**config.mk**
```make
export PLATFORM = sky130hd
export DESIGN_NAME = pcup_decode_flat
export DESIGN_NICKNAME = d
export VERILOG_FILES = /design/src/rtl/pcup_pkg.sv /design/src/rtl/pcup_in_if.sv /design/src/rtl/pcup_decode.sv /design/src/flat_wrapper.sv
export SDC_FILE = /design/constraint.sdc
export NUM_CORES = 1
export LEC_CHECK = 0
export ABC_AREA = 1
export BUFFER_PORTS_ARGS = -buffer_cell sky130_fd_sc_hd__buf_2
export CAP_MARGIN = 30
export CORE_ASPECT_RATIO = 1.1
export CORE_MARGIN = 5
export CORE_UTILIZATION = 40
export CTS_CLUSTER_SIZE = 24
export DETAILED_ROUTE_END_ITERATION = 8
export PLACE_DENSITY = 0.77
export SYNTH_ARGS = -nofsm -noshare
export SYNTH_HDL_FRONTEND = slang
export SYNTH_SLANG_ARGS = --single-unit
```
**constraint.sdc**
```tcl
create_clock -name clk -period 4.4 [get_ports clk]
set_clock_uncertainty 0.15 [all_clocks]
set_input_delay 0.44 -clock clk [delete_from_list [all_inputs] [get_ports clk]]
set_output_delay 0.44 -clock clk [all_outputs]
set_load 0.01 [all_outputs]
```
**src/rtl/pcup_pkg.sv**
```systemverilog
package pcup_pkg;

    // Default palette depth.
    localparam int PALETTE_DEPTH_DEF = 256;

    // Request codes.
    localparam logic [2:0] REQ_RAW_UNPACK    = 3'd0;
    localparam logic [2:0] REQ_SCALED_UNPACK = 3'd1;
    localparam logic [2:0] REQ_RAW_PACK      = 3'd2;
    localparam logic [2:0] REQ_SCALED_PACK   = 3'd3;
    localparam logic [2:0] REQ_PAL_WRITE     = 3'd4;

    // Configuration register indexes.
    localparam logic [2:0] CFG_BPP     = 3'd0;
    localparam logic [2:0] CFG_SHIFTS  = 3'd1;
    localparam logic [2:0] CFG_LOSSES  = 3'd2;
    localparam logic [2:0] CFG_CKEY    = 3'd3;
    localparam logic [2:0] CFG_CKEY_EN = 3'd4;

    // Channel positions.
    localparam int CH_ALPHA = 3;

    typedef struct packed {
        logic [2:0]  bpp;
        logic [19:0] shifts;
        logic [15:0] losses;
        logic [31:0] ckey;
        logic        ck_en;
    } cfg_t;

    // Word held in the first pipeline stage.
    typedef struct packed {
        logic [2:0]       req;
        logic [31:0]      pix;
        logic [3:0][7:0]  ch;
        logic [7:0]       pal_idx;
        logic             paletted;
        logic             ck_hit;
    } s1_t;

    // Word held in the second pipeline stage.
    typedef struct packed {
        logic [2:0]       req;
        logic             paletted;
        logic             ck_hit;
        logic             pal_oor;
        logic [3:0][7:0]  raw;
        logic [31:0]      packed_pix;
    } s2_t;

    // Odd pixel sizes behave as four bytes.
    function automatic logic [2:0] eff_bpp(input logic [2:0] bpp);
        if (bpp >= 3'd1 && bpp <= 3'd4)
            return bpp;
        return 3'd4;
    endfunction

    function automatic logic [31:0] width_mask(input logic [2:0] bpp);
        logic [31:0] m;
        unique case (eff_bpp(bpp))
            3'd1:    m = 32'h0000_00FF;
            3'd2:    m = 32'h0000_FFFF;
            3'd3:    m = 32'h00FF_FFFF;
            default: m = 32'hFFFF_FFFF;
        endcase
        return m;
    endfunction

    function automatic logic [4:0] shift_of(input cfg_t cfg, input int c);
        return cfg.shifts[5*c +: 5];
    endfunction

    function automatic logic [3:0] loss_of(input cfg_t cfg, input int c);
        return cfg.losses[4*c +: 4];
    endfunction

    // Channel mask, (0xFF >> loss) << shift, kept to 32 bits.
    function automatic logic [31:0] mask_of(input cfg_t cfg, input int c);
        logic [31:0] base;
        base = {24'd0, 8'hFF >> loss_of(cfg, c)};
        return base << shift_of(cfg, c);
    endfunction

endpackage

```
**src/rtl/pcup_in_if.sv**
```systemverilog
interface pcup_in_if;
    logic        valid;
    logic        ready;
    logic [2:0]  req_type;
    logic [31:0] pixel_value;
    logic [7:0]  in_red;
    logic [7:0]  in_green;
    logic [7:0]  in_blue;
    logic [7:0]  in_alpha;
    logic [7:0]  palette_index;

    modport source (
        output valid, req_type, pixel_value, in_red, in_green, in_blue, in_alpha,
               palette_index,
        input  ready
    );
    modport sink (
        input  valid, req_type, pixel_value, in_red, in_green, in_blue, in_alpha,
               palette_index,
        output ready
    );
endinterface

```
**src/rtl/pcup_decode.sv**
```systemverilog
module pcup_decode (
    input  logic           clk,
    input  logic           rst_n,
    pcup_in_if.sink        src,
    input  pcup_pkg::cfg_t cfg,
    output pcup_pkg::s1_t  s1,
    output logic           s1_valid,
    input  logic           s1_ready
);

    pcup_pkg::s1_t s1_reg;
    pcup_pkg::s1_t s1_next;
    logic          valid_reg;
    logic          take;
    logic [31:0]   alpha_mask;

    // The stage takes a word when it is empty or its word moves on.
    assign take      = !valid_reg || s1_ready;
    assign src.ready = take;

    // Trim the pixel to its size and run the colour key comparison.
    always_comb
    begin
        alpha_mask       = pcup_pkg::mask_of(cfg, pcup_pkg::CH_ALPHA);
        s1_next.req      = src.req_type;
        s1_next.pix      = src.pixel_value & pcup_pkg::width_mask(cfg.bpp);
        s1_next.ch       = {src.in_alpha, src.in_blue, src.in_green, src.in_red};
        s1_next.pal_idx  = src.palette_index;
        s1_next.paletted = (pcup_pkg::eff_bpp(cfg.bpp) == 3'd1);
        s1_next.ck_hit   = cfg.ck_en &&
                           ((cfg.ckey & ~alpha_mask) == (s1_next.pix & ~alpha_mask));
    end

    always_ff @(posedge clk or negedge rst_n)
    begin
        if (!rst_n)
            valid_reg <= 1'b0;
        else if (take)
            valid_reg <= src.valid;
    end

    always_ff @(posedge clk)
    begin
        if (take && src.valid)
            s1_reg <= s1_next;
    end

    assign s1       = s1_reg;
    assign s1_valid = valid_reg;

endmodule

```
**src/flat_wrapper.sv**
```systemverilog
// flat-port wrapper written by rule: the top's interface ports become plain ports
module pcup_decode_flat 
  (clk, rst_n, cfg, s1, s1_valid, s1_ready, src_valid, src_req_type, src_pixel_value, src_in_red, src_in_green, src_in_blue, src_in_alpha, src_palette_index, src_ready);
  pcup_in_if src_i ();
  input  logic clk;
  input  logic rst_n;
  input  pcup_pkg::cfg_t cfg;
  output pcup_pkg::s1_t s1;
  output logic s1_valid;
  input  logic s1_ready;
  input wire logic [$bits(src_i.valid)-1:0] src_valid;
  input wire logic [$bits(src_i.req_type)-1:0] src_req_type;
  input wire logic [$bits(src_i.pixel_value)-1:0] src_pixel_value;
  input wire logic [$bits(src_i.in_red)-1:0] src_in_red;
  input wire logic [$bits(src_i.in_green)-1:0] src_in_green;
  input wire logic [$bits(src_i.in_blue)-1:0] src_in_blue;
  input wire logic [$bits(src_i.in_alpha)-1:0] src_in_alpha;
  input wire logic [$bits(src_i.palette_index)-1:0] src_palette_index;
  output wire logic [$bits(src_i.ready)-1:0] src_ready;
  assign src_i.valid = src_valid;
  assign src_i.req_type = src_req_type;
  assign src_i.pixel_value = src_pixel_value;
  assign src_i.in_red = src_in_red;
  assign src_i.in_green = src_in_green;
  assign src_i.in_blue = src_in_blue;
  assign src_i.in_alpha = src_in_alpha;
  assign src_i.palette_index = src_palette_index;
  assign src_ready = src_i.ready;
  pcup_decode u_core (.clk(clk), .rst_n(rst_n), .src(src_i), .cfg(cfg), .s1(s1), .s1_valid(s1_valid), .s1_ready(s1_ready));
endmodule
```
==> flow_metrics.env <==
export IMPL_yosys_register_bits=78
export IMPL_largest_register_ffs=77
export IMPL_cts_buffers=9
export IMPL_via_count=3596
export IMPL_yosysWarnings=0
export IMPL_max_vdd_ir_drop_v=0.000152
export IMPL_drv_slew=0
export IMPL_final_layout_size_suffix_gt1_frac=0.363
export IMPL_worst_path_max_fanout=23
export IMPL_endpoint_kind="flop"
export IMPL_grt_pass1_vias=3558
export IMPL_io_buffers=202
export IMPL_synth_mux_area_frac=0
export IMPL_synthCells=423
export IMPL_required_ns=4.45
export IMPL_dieArea_um2=11900
export IMPL_period_share=0.478
export IMPL_n_antenna_cell=0
export IMPL_hold_slack_ns=0.103
export IMPL_synth_adder_area_share=0
export IMPL_drc_errors=0
export IMPL_yosysTopAreaCell="edfxtp_1"
export IMPL_dpl_hpwl_um=9540
export IMPL_overflow=0
export IMPL_synth_avg_cell_area_um2=9.24
export IMPL_p_per_area_nw_per_um2=314
export IMPL_h_tree_depth=3
export IMPL_sw_frac_of_total=0.272
export IMPL_maxCapViolCount=0
export IMPL_grt_total_usage=0.196
export IMPL_cts_resized=0
export IMPL_path_clk_slew_ns=0.08
export IMPL_post_synth_top_count_cell="nand2_1"
export IMPL_routedWlPerCell_um=15.7
export IMPL_num_rows=37
export IMPL_syn_nets=574
export IMPL_multi_input_area_um2=1310
export IMPL_synth_top_cells_by_count="146 x nand2_1, 77 x edfxtp_1, 59 x nand3_1"
export IMPL_drt_iter0_drc=228
export IMPL_reg2reg_from="u_core.s1_valid"
export IMPL_intPower_mw=1.19
export IMPL_pre_cts_slack_ns=1.90
export IMPL_core_um2=9440
export IMPL_antenna_found_initial=1
export IMPL_routed_wl_um=11800
export IMPL_area_delta_synth_final_pct=32.9
export IMPL_die_h_um=114
export IMPL_cts_tree="done"
export IMPL_finalSetupViolations=0
export IMPL_status="completed"
export IMPL_clkPwrFrac=0.274
export IMPL_dominantRegCellSynth="edfxtp_1"
export IMPL_ys_seq_area_frac=0.598
export IMPL_hp_start="src_in_red[7]"
export IMPL_cts_root_buffer="clkbuf_8"
export IMPL_synth_compound_area_frac=0.00800
export IMPL_ios=230
export IMPL_fin_ws_ns=2.30
export IMPL_yosysUniqueCellTypes=24
export IMPL_synthXorXnorAreaFrac=0.0538
export IMPL_tightestPinTransition_ns=0.819
export IMPL_rsz0062_at_grt="no"
export IMPL_crit_path_start="cfg[67]"
export IMPL_synth_top_family_by_area="simple AND/OR/NAND/NOR gates"
export IMPL_p_sw_uw=443
export IMPL_n_fill_cell=851
export IMPL_p_comb_frac=0.188
export IMPL_async_flop_share=0.0128
export IMPL_gp_congestion=0.897
export IMPL_start_util=0.414
export IMPL_grt_start_max_net_pins=67
export IMPL_clock_sinks=78
export IMPL_maxSlewHeadroom=0.454
export IMPL_synthSimpleGateAreaFrac=0.270
export IMPL_dr_pass1_iters=4
export IMPL_syn_area_um2=3910
export IMPL_drtAntennaViolNets=0
export IMPL_final_nets=778
export IMPL_die_x_um=104
export IMPL_min_period_ns=2.10
export IMPL_synthTopCellsByArea="edfxtp_1 59%, nand2_1 14%, nand3_1 7.6%"
export IMPL_fin_setup_tns_ns=0
export IMPL_ff_latch_area_um2=2340
export IMPL_pwr_share_seq=0.538
export IMPL_cp_arrival_ns=2.16
export IMPL_power_leakage_nw=2.65
export IMPL_min_path_type="in2reg"
export IMPL_cts_max_path_buffers=2
export IMPL_worstSetupPathType="in2reg"
export IMPL_fmax_mhz=475
export IMPL_vias_per_cell=4.81
export IMPL_grt_pass1_wl_um=17900
export IMPL_synth_edff_count=77
export IMPL_clk_latency_ns=0.35
export IMPL_hold_viol_final=0
export IMPL_synth_top_area_frac=0.591
export IMPL_startpoint_type="primary input"
per-layer routing:
layer | up-vias | global-route usage | part of all wire
li1 | 1779 | - | -
met5 | - | 0 | 0.0011
met1 | 1618 | 0.215 | 0.38
met3 | 25 | 0.0600 | 0.073
met4 | 2 | 0.108 | 0.034
met2 | 172 | 0.336 | 0.52
layout by cell type (no fill, tap or decap), types with 2 or more instances in the layout:
cell,n
edfxtp_1,77
nand3_1,59
nand4_1,8
clkbuf_1,2
clkinvlp_4,2
clkinv_2,2
nor2_1,21
xor2_1,11
nand2_1,146
or2_2,2
clkbuf_8,9
nor2_2,3
nand2_2,2
o21ai_0,2
xnor2_1,13
inv_1,56
a21oi_1,2
inv_2,2
buf_2,202
power groups by stage:
stage          sequential, mW  clock (mW)  combinational, mW
2_1_floorplan           0.921           0              0.143
3_3_place_gp            0.893           0              0.299
3_5_place_dp            0.895           0              0.305
4_1_cts                 0.878       0.457              0.308
5_1_grt                 0.882       0.495              0.341
6_report                0.878       0.448              0.306
through the flow:
stage           util  cells  power (mW)  area [µm²]
2_1_floorplan      -    423        1.06        3910
3_3_place_gp   0.533    732        1.19        5030
3_5_place_dp   0.533    732        1.20        5030
4_1_cts        0.550    748        1.64        5200
5_1_grt        0.550    748        1.72        5200
6_report       0.550    748        1.63        5200
what timing repair did:
action,CTS,global route
buffers inserted,0,0
hold endpoints to repair,1,0
hold buffers,1,0
cell families after synthesis:
group / after synthesis
simple gates: 245
flops: 78
buf+inv: 70
xor+xnor: 24
compound gates: 6
worst paths after layout:
path / end / slack [ns] / cells past startpoint
hold reg to reg: u_core.s1_valid / 0.46 / 2
setup reg to reg: u_core.s1[32] / 2.31 / 2
setup / recovery: u_core.s1[0] / 2.30 / 12
hold / removal: u_core.s1[17] / 0.10 / 1
max in group asynchronous: u_core.s1_valid / 3.76 / 2
min in group asynchronous: u_core.s1_valid / 0.25 / 2
critical path, stage by stage:
cell and delay, ns:
buf_2 0.15, inv_1 0.50, nand4_1 0.24, nor2_1 0.14, nor2_1 0.05, nor2_1 0.08, nand3_1 0.08, nor2_1 0.10
nand3_1 0.08, nor2_1 0.11, nand2_1 0.07, nor3_2 0.11
cell type report:
cell class | instances | share of cell area
tap | 117 | 0.0282
sequential | 78 | 0.450
multi-input combinational | 275 | 0.252
timing repair buffer | 204 | 0.198
inverter | 59 | 0.0426
clock inverter | 4 | 0.00481
clock buffer | 11 | 0.0253
No activity file was read; power rests on OpenSTA's default activity.
