[config.mk]
export PLATFORM = sky130hd
export DESIGN_NAME = pcup_scale_flat
export DESIGN_NICKNAME = d
export VERILOG_FILES = /design/src/rtl/pcup_pkg.sv /design/src/rtl/pcup_out_if.sv /design/src/rtl/pcup_scale.sv /design/src/flat_wrapper.sv
export SDC_FILE = /design/constraint.sdc
export NUM_CORES = 1
export LEC_CHECK = 0
export ABC_AREA = 1
export CAP_MARGIN = 20
export CORE_UTILIZATION = 35
export CTS_BUF_LIST = sky130_fd_sc_hd__clkbuf_16
export DETAILED_ROUTE_END_ITERATION = 10
export DONT_BUFFER_PORTS = 1
export GPL_TIMING_DRIVEN = 0
export PLACE_DENSITY_LB_ADDON = 0.05
export SYNTH_ARGS = -nofsm -noshare
export SYNTH_HDL_FRONTEND = slang
export SYNTH_SLANG_ARGS = --single-unit
[constraint.sdc]
create_clock -name clk -period 11.9 [get_ports clk]
set_input_delay 0.595 -clock clk [delete_from_list [all_inputs] [get_ports clk]]
set_output_delay 0.595 -clock clk [all_outputs]
set_load 0.02 [all_outputs]
[src/rtl/pcup_pkg.sv]
package pcup_pkg;

    // Default palette depth.
    localparam int PALETTE_DEPTH_DEF = 256;

    // Request codes.
    localparam logic [2:0] REQ_RAW_UNPACK    = 3'd0;
    localparam logic [2:0] REQ_SCALED_UNPACK = 3'd1;
    localparam logic [2:0] REQ_RAW_PACK      = 3'd2;
    localparam logic [2:0] REQ_SCALED_PACK   = 3'd3;
    localparam logic [2:0] REQ_PAL_WRITE     = 3'd4;

    // Configuration register indexes.
    localparam logic [2:0] CFG_BPP     = 3'd0;
    localparam logic [2:0] CFG_SHIFTS  = 3'd1;
    localparam logic [2:0] CFG_LOSSES  = 3'd2;
    localparam logic [2:0] CFG_CKEY    = 3'd3;
    localparam logic [2:0] CFG_CKEY_EN = 3'd4;

    // Channel positions.
    localparam int CH_ALPHA = 3;

    typedef struct packed {
        logic [2:0]  bpp;
        logic [19:0] shifts;
        logic [15:0] losses;
        logic [31:0] ckey;
        logic        ck_en;
    } cfg_t;

    // Word held in the first pipeline stage.
    typedef struct packed {
        logic [2:0]       req;
        logic [31:0]      pix;
        logic [3:0][7:0]  ch;
        logic [7:0]       pal_idx;
        logic             paletted;
        logic             ck_hit;
    } s1_t;

    // Word held in the second pipeline stage.
    typedef struct packed {
        logic [2:0]       req;
        logic             paletted;
        logic             ck_hit;
        logic             pal_oor;
        logic [3:0][7:0]  raw;
        logic [31:0]      packed_pix;
    } s2_t;

    // Odd pixel sizes behave as four bytes.
    function automatic logic [2:0] eff_bpp(input logic [2:0] bpp);
        if (bpp >= 3'd1 && bpp <= 3'd4)
            return bpp;
        return 3'd4;
    endfunction

    function automatic logic [31:0] width_mask(input logic [2:0] bpp);
        logic [31:0] m;
        unique case (eff_bpp(bpp))
            3'd1:    m = 32'h0000_00FF;
            3'd2:    m = 32'h0000_FFFF;
            3'd3:    m = 32'h00FF_FFFF;
            default: m = 32'hFFFF_FFFF;
        endcase
        return m;
    endfunction

    function automatic logic [4:0] shift_of(input cfg_t cfg, input int c);
        return cfg.shifts[5*c +: 5];
    endfunction

    function automatic logic [3:0] loss_of(input cfg_t cfg, input int c);
        return cfg.losses[4*c +: 4];
    endfunction

    // Channel mask, (0xFF >> loss) << shift, kept to 32 bits.
    function automatic logic [31:0] mask_of(input cfg_t cfg, input int c);
        logic [31:0] base;
        base = {24'd0, 8'hFF >> loss_of(cfg, c)};
        return base << shift_of(cfg, c);
    endfunction

endpackage

[src/rtl/pcup_out_if.sv]
interface pcup_out_if;
    logic        valid;
    logic        ready;
    logic [31:0] out_pixel;
    logic [7:0]  out_red;
    logic [7:0]  out_green;
    logic [7:0]  out_blue;
    logic [7:0]  out_alpha;

    modport source (
        output valid, out_pixel, out_red, out_green, out_blue, out_alpha,
        input  ready
    );
    modport sink (
        input  valid, out_pixel, out_red, out_green, out_blue, out_alpha,
        output ready
    );
endinterface

[src/rtl/pcup_scale.sv]
module pcup_scale (
    input  logic           clk,
    input  logic           rst_n,
    input  pcup_pkg::cfg_t cfg,
    input  pcup_pkg::s2_t  s2,
    input  logic [23:0]    pal_rgb,
    input  logic           s2_valid,
    output logic           s2_ready,
    pcup_out_if.source     dst
);

    logic            valid_reg;
    logic            take;
    logic [31:0]     pix_reg;
    logic [3:0][7:0] ch_reg;
    logic [31:0]     pix_next;
    logic [3:0][7:0] ch_next;
    logic [3:0][7:0] v;
    logic [23:0]     rgb;

    assign take     = !valid_reg || dst.ready;
    assign s2_ready = take;

    // Palette lookup, colour key, loss scaling and result selection.
    always_comb
    begin
        pix_next = 32'd0;
        ch_next  = '0;
        rgb      = s2.pal_oor ? 24'd0 : pal_rgb;
        v        = s2.raw;
        unique case (s2.req)
            pcup_pkg::REQ_RAW_UNPACK,
            pcup_pkg::REQ_SCALED_UNPACK:
            begin
                if (s2.paletted)
                begin
                    ch_next[0] = rgb[23:16];
                    ch_next[1] = rgb[15:8];
                    ch_next[2] = rgb[7:0];
                    ch_next[3] = (s2.req == pcup_pkg::REQ_RAW_UNPACK && s2.ck_hit) ?
                                 8'h00 : 8'hFF;
                end
                else
                begin
                    if (s2.ck_hit)
                        v[3] = 8'h00;
                    if (s2.req == pcup_pkg::REQ_SCALED_UNPACK)
                    begin
                        for (int c = 0; c < 3; c++)
                            ch_next[c] = v[c] << pcup_pkg::loss_of(cfg, c);
                        if (pcup_pkg::loss_of(cfg, pcup_pkg::CH_ALPHA) == 4'd8)
                            ch_next[3] = 8'hFF;
                        else
                            ch_next[3] = v[3] << pcup_pkg::loss_of(cfg, pcup_pkg::CH_ALPHA);
                    end
                    else
                        ch_next = v;
                end
            end
            pcup_pkg::REQ_RAW_PACK,
            pcup_pkg::REQ_SCALED_PACK:
                pix_next = s2.packed_pix;
            default:
            begin
                pix_next = 32'd0;
                ch_next  = '0;
            end
        endcase
    end

    always_ff @(posedge clk or negedge rst_n)
    begin
        if (!rst_n)
            valid_reg <= 1'b0;
        else if (take)
            valid_reg <= s2_valid;
    end

    always_ff @(posedge clk)
    begin
        if (take && s2_valid)
        begin
            pix_reg <= pix_next;
            ch_reg  <= ch_next;
        end
    end

    assign dst.valid     = valid_reg;
    assign dst.out_pixel = pix_reg;
    assign dst.out_red   = ch_reg[0];
    assign dst.out_green = ch_reg[1];
    assign dst.out_blue  = ch_reg[2];
    assign dst.out_alpha = ch_reg[3];

endmodule

[src/flat_wrapper.sv]
// flat-port wrapper written by rule: the top's interface ports become plain ports
module pcup_scale_flat 
  (clk, rst_n, cfg, s2, pal_rgb, s2_valid, s2_ready, dst_valid, dst_out_pixel, dst_out_red, dst_out_green, dst_out_blue, dst_out_alpha, dst_ready);
  pcup_out_if dst_i ();
  input  logic clk;
  input  logic rst_n;
  input  pcup_pkg::cfg_t cfg;
  input  pcup_pkg::s2_t s2;
  input  logic [23:0] pal_rgb;
  input  logic s2_valid;
  output logic s2_ready;
  output wire logic [$bits(dst_i.valid)-1:0] dst_valid;
  output wire logic [$bits(dst_i.out_pixel)-1:0] dst_out_pixel;
  output wire logic [$bits(dst_i.out_red)-1:0] dst_out_red;
  output wire logic [$bits(dst_i.out_green)-1:0] dst_out_green;
  output wire logic [$bits(dst_i.out_blue)-1:0] dst_out_blue;
  output wire logic [$bits(dst_i.out_alpha)-1:0] dst_out_alpha;
  input wire logic [$bits(dst_i.ready)-1:0] dst_ready;
  assign dst_valid = dst_i.valid;
  assign dst_out_pixel = dst_i.out_pixel;
  assign dst_out_red = dst_i.out_red;
  assign dst_out_green = dst_i.out_green;
  assign dst_out_blue = dst_i.out_blue;
  assign dst_out_alpha = dst_i.out_alpha;
  assign dst_i.ready = dst_ready;
  pcup_scale u_core (.clk(clk), .rst_n(rst_n), .cfg(cfg), .s2(s2), .pal_rgb(pal_rgb), .s2_valid(s2_valid), .s2_ready(s2_ready), .dst(dst_i));
endmodule
==> flow_metrics.py <==
metrics = {
    "final_layout": {
        "largest_register_ffs": 32,
        "n_fill_cell": 1187,
        "diodes": 0,
        "area_delta_synth_final_pct": 13.3,
        "nNetsFinal": 713,
        "layout_commonest_cell": "nand2_1",
        "final_cell_mix": "181 x nand2_1, 68 x inv_1, 64 x edfxtp_1",
        "layout-drive-gt1-share": 0.0731,
    },
    "detailed_routing": {
        "dr.pass1.iters": 5,
        "detail_route.wl_per_cell_um": 16.2,
        "drc": 0,
        "drt_iter0_drc": 151,
        "vias_per_cell": 4.98,
        "final_antenna_net_count": 0,
        "wirelength_um": 11100,
        "via_count": 3424,
    },
    "worst_setup_path": {
        "r2r_cells": 2,
        "required_ns": 11.92,
        "crit_family": "compound AO/OA/AOI/OAI gates",
        "cp.buffers_inverters": 1,
        "startpoint_type": "register",
        "rrSetupSlack_ns": 10.07,
        "end_kind": "register",
        "critical-path-slowest-cell": "a21oi_4",
        "critical_path_class": "register to register",
        "cp.depth": 2,
        "arrival_ns": 1.85,
        "cp_cell_sequence": "a21oi_4, buf_12",
        "cp_slowest_stage_delay_ns": 0.75,
        "crit_fanout": 25,
    },
    "run_status": {
        "outcome": "finished, final reports clean",
    },
    "synthesis": {
        "ys_warn_count": 0,
        "synth_cell_types": 23,
        "synthCells": 529,
        "synth_area_per_cell_sq_um": 7.40,
        "synth_nets": 699,
        "synthDominantCellAreaShare": 0.491,
        "synth_area_leader_cell": "edfxtp_1",
        "syn_area_sq_um": 3910,
        "ys_seq_area_frac": 0.497,
        "ys_seq_elements": 65,
        "synth_area_leaders": "edfxtp_1 49%, nand2_1 17%, inv_1 6.4%, a21oi_1 5.6%, o21ai_0 5.6%",
    },
    "timing": {
        "rsz0062_at_grt": "no",
        "fin_worst_hold_slack_ns": 0.416,
        "drv_slew": 0,
        "post-route-period-util": 0.153,
        "worst_pin_slew_ns": 0.880,
        "finalClockSkew_ns": 0.00688,
        "max_freq_ghz": 0.547,
        "setup_viol": 0,
        "fin_crit_ns": 1.83,
        "slew_headroom": 0.412,
        "fin_setup_tns_ns": 0,
        "finalHoldViolCount": 0,
    },
    "placed_design": {
        "place.gp.congestion": 0.868,
        "place_hpwl_um": 8790,
        "io_buffer_count": 0,
    },
    "clocking": {
        "htreeDepth": 3,
        "hold_buffers": 1,
        "ctsResizeCount": 0,
        "insertion_delay_ns": 0.32,
        "cts.clk_slew.worst_paths_ns": 0.05,
        "cts_sinks": 65,
        "cts_setup_buffers": 0,
        "cts_buffers": 9,
        "cts_tree": "yes",
        "cts_max_path_buffers": 2,
        "cts_root_buf": "clkbuf_16",
    },
    "global_routing": {
        "grt_pass1_wl_um": 16800,
        "first_global_vias": 3267,
        "grt_antenna_before_repair": 0,
        "track_usage": 0.193,
        "gr-total-overflow": 0,
        "grt_max_degree": 26,
    },
    "floorplan": {
        "dieArea_sq_um": 11600,
        "fp.dieH_um": 108,
        "io_pins": 236,
        "die_x_um": 108,
        "start_util": 0.359,
        "coreArea_sq_um": 10900,
        "row_count": 38,
    },
    "pwr": {
        "p_leak_nw": 1.94,
        "power_density_nw_per_um2": 136,
        "irDropWorstVdd_v": 0.0000711,
    },
    "worst_hold_path": {
        "min_path_type": "input pin to register",
        "hold_depth": 2,
    },
    "job": {
        "cap_violations": 0,
    },
}
power by group:
group	internal [mW]	switching [mW]
Combinational	0.0219	0.0458
Clock	0.158	0.0877
Sequential	0.267	0.0206
Total	0.447	0.154
layer usage:
| metal | up-vias | wire length, um | GRT usage |
|---|---|---|---|
| met4 | 0 | 153 | 0.0705 |
| met3 | 9 | 1150 | 0.0781 |
| met2 | 155 | 5110 | 0.311 |
| li1 | 1740 | - | - |
| met1 | 1520 | 4690 | 0.231 |
| met5 | - | 0 | 0 |
path summary, 6_finish.rpt:
check | startpoint | to
min in group asynchronous | rst_n | u_core.dst.valid
worst max register to register | u_core.dst.valid | u_core.dst.out_red[1]
worst min register to register | u_core.dst.valid | u_core.dst.valid
max in group asynchronous | rst_n | u_core.dst.valid
worst min-delay path | s2_valid | u_core.dst.valid
worst max-delay path | u_core.dst.valid | u_core.dst.out_red[1]
logic make-up after synthesis:
family,after synthesis,share of synthesized area
AND/OR/NAND/NOR,270,0.276
AO/OA/AOI/OAI,99,0.132
buffers and inverters,95,0.0943
flip-flops,65,0.497
per-stage QoR:
stage	util	cell area, sq um	std cells	total power, mW	setup slack (ns)
after floorplan	-	3910	529	0.341	7.65
after global placement	0.376	4090	669	0.359	6.34
after detailed placement	0.381	4150	671	0.360	9.68
after CTS	0.407	4430	687	0.607	10.02
after global routing	0.407	4430	687	0.627	9.89
final	0.407	4430	687	0.601	10.07
synthesized netlist by cell type (all sizes together):
cell type and instances:
nand2 181, o21ai 47, inv 74, nand3 31
buf 12, o211ai 3, dfrtp 1, or2 2
o22ai 3, nor3 1, clkbuf 9, o21a 1
edfxtp 64, nand4 1, o31ai 1, a21oi 44
nor2 54
worst reg2reg max path, delay by kind of cell, from the launching register on:
| family | cells | cell delay, ns |
|---|---|---|
| buffers and inverters | 1 | 0.27 |
| flip-flops | 1 | 0.49 |
| AO/OA/AOI/OAI | 1 | 0.75 |
area by class of cell:
class	count	area, sq um	share of cell area
Tap cell	140	175	0.0395
Clock inverter	6	51.3	0.0116
Multi-Input combinational cell	369	1610	0.363
Inverter	74	278	0.0626
Clock buffer	9	225	0.0508
Sequential cell	65	1950	0.439
Timing Repair Buffer	3	57.6	0.0130
Buffer	21	91.3	0.0206
Note: power is estimated with default switching activity, not from simulation.
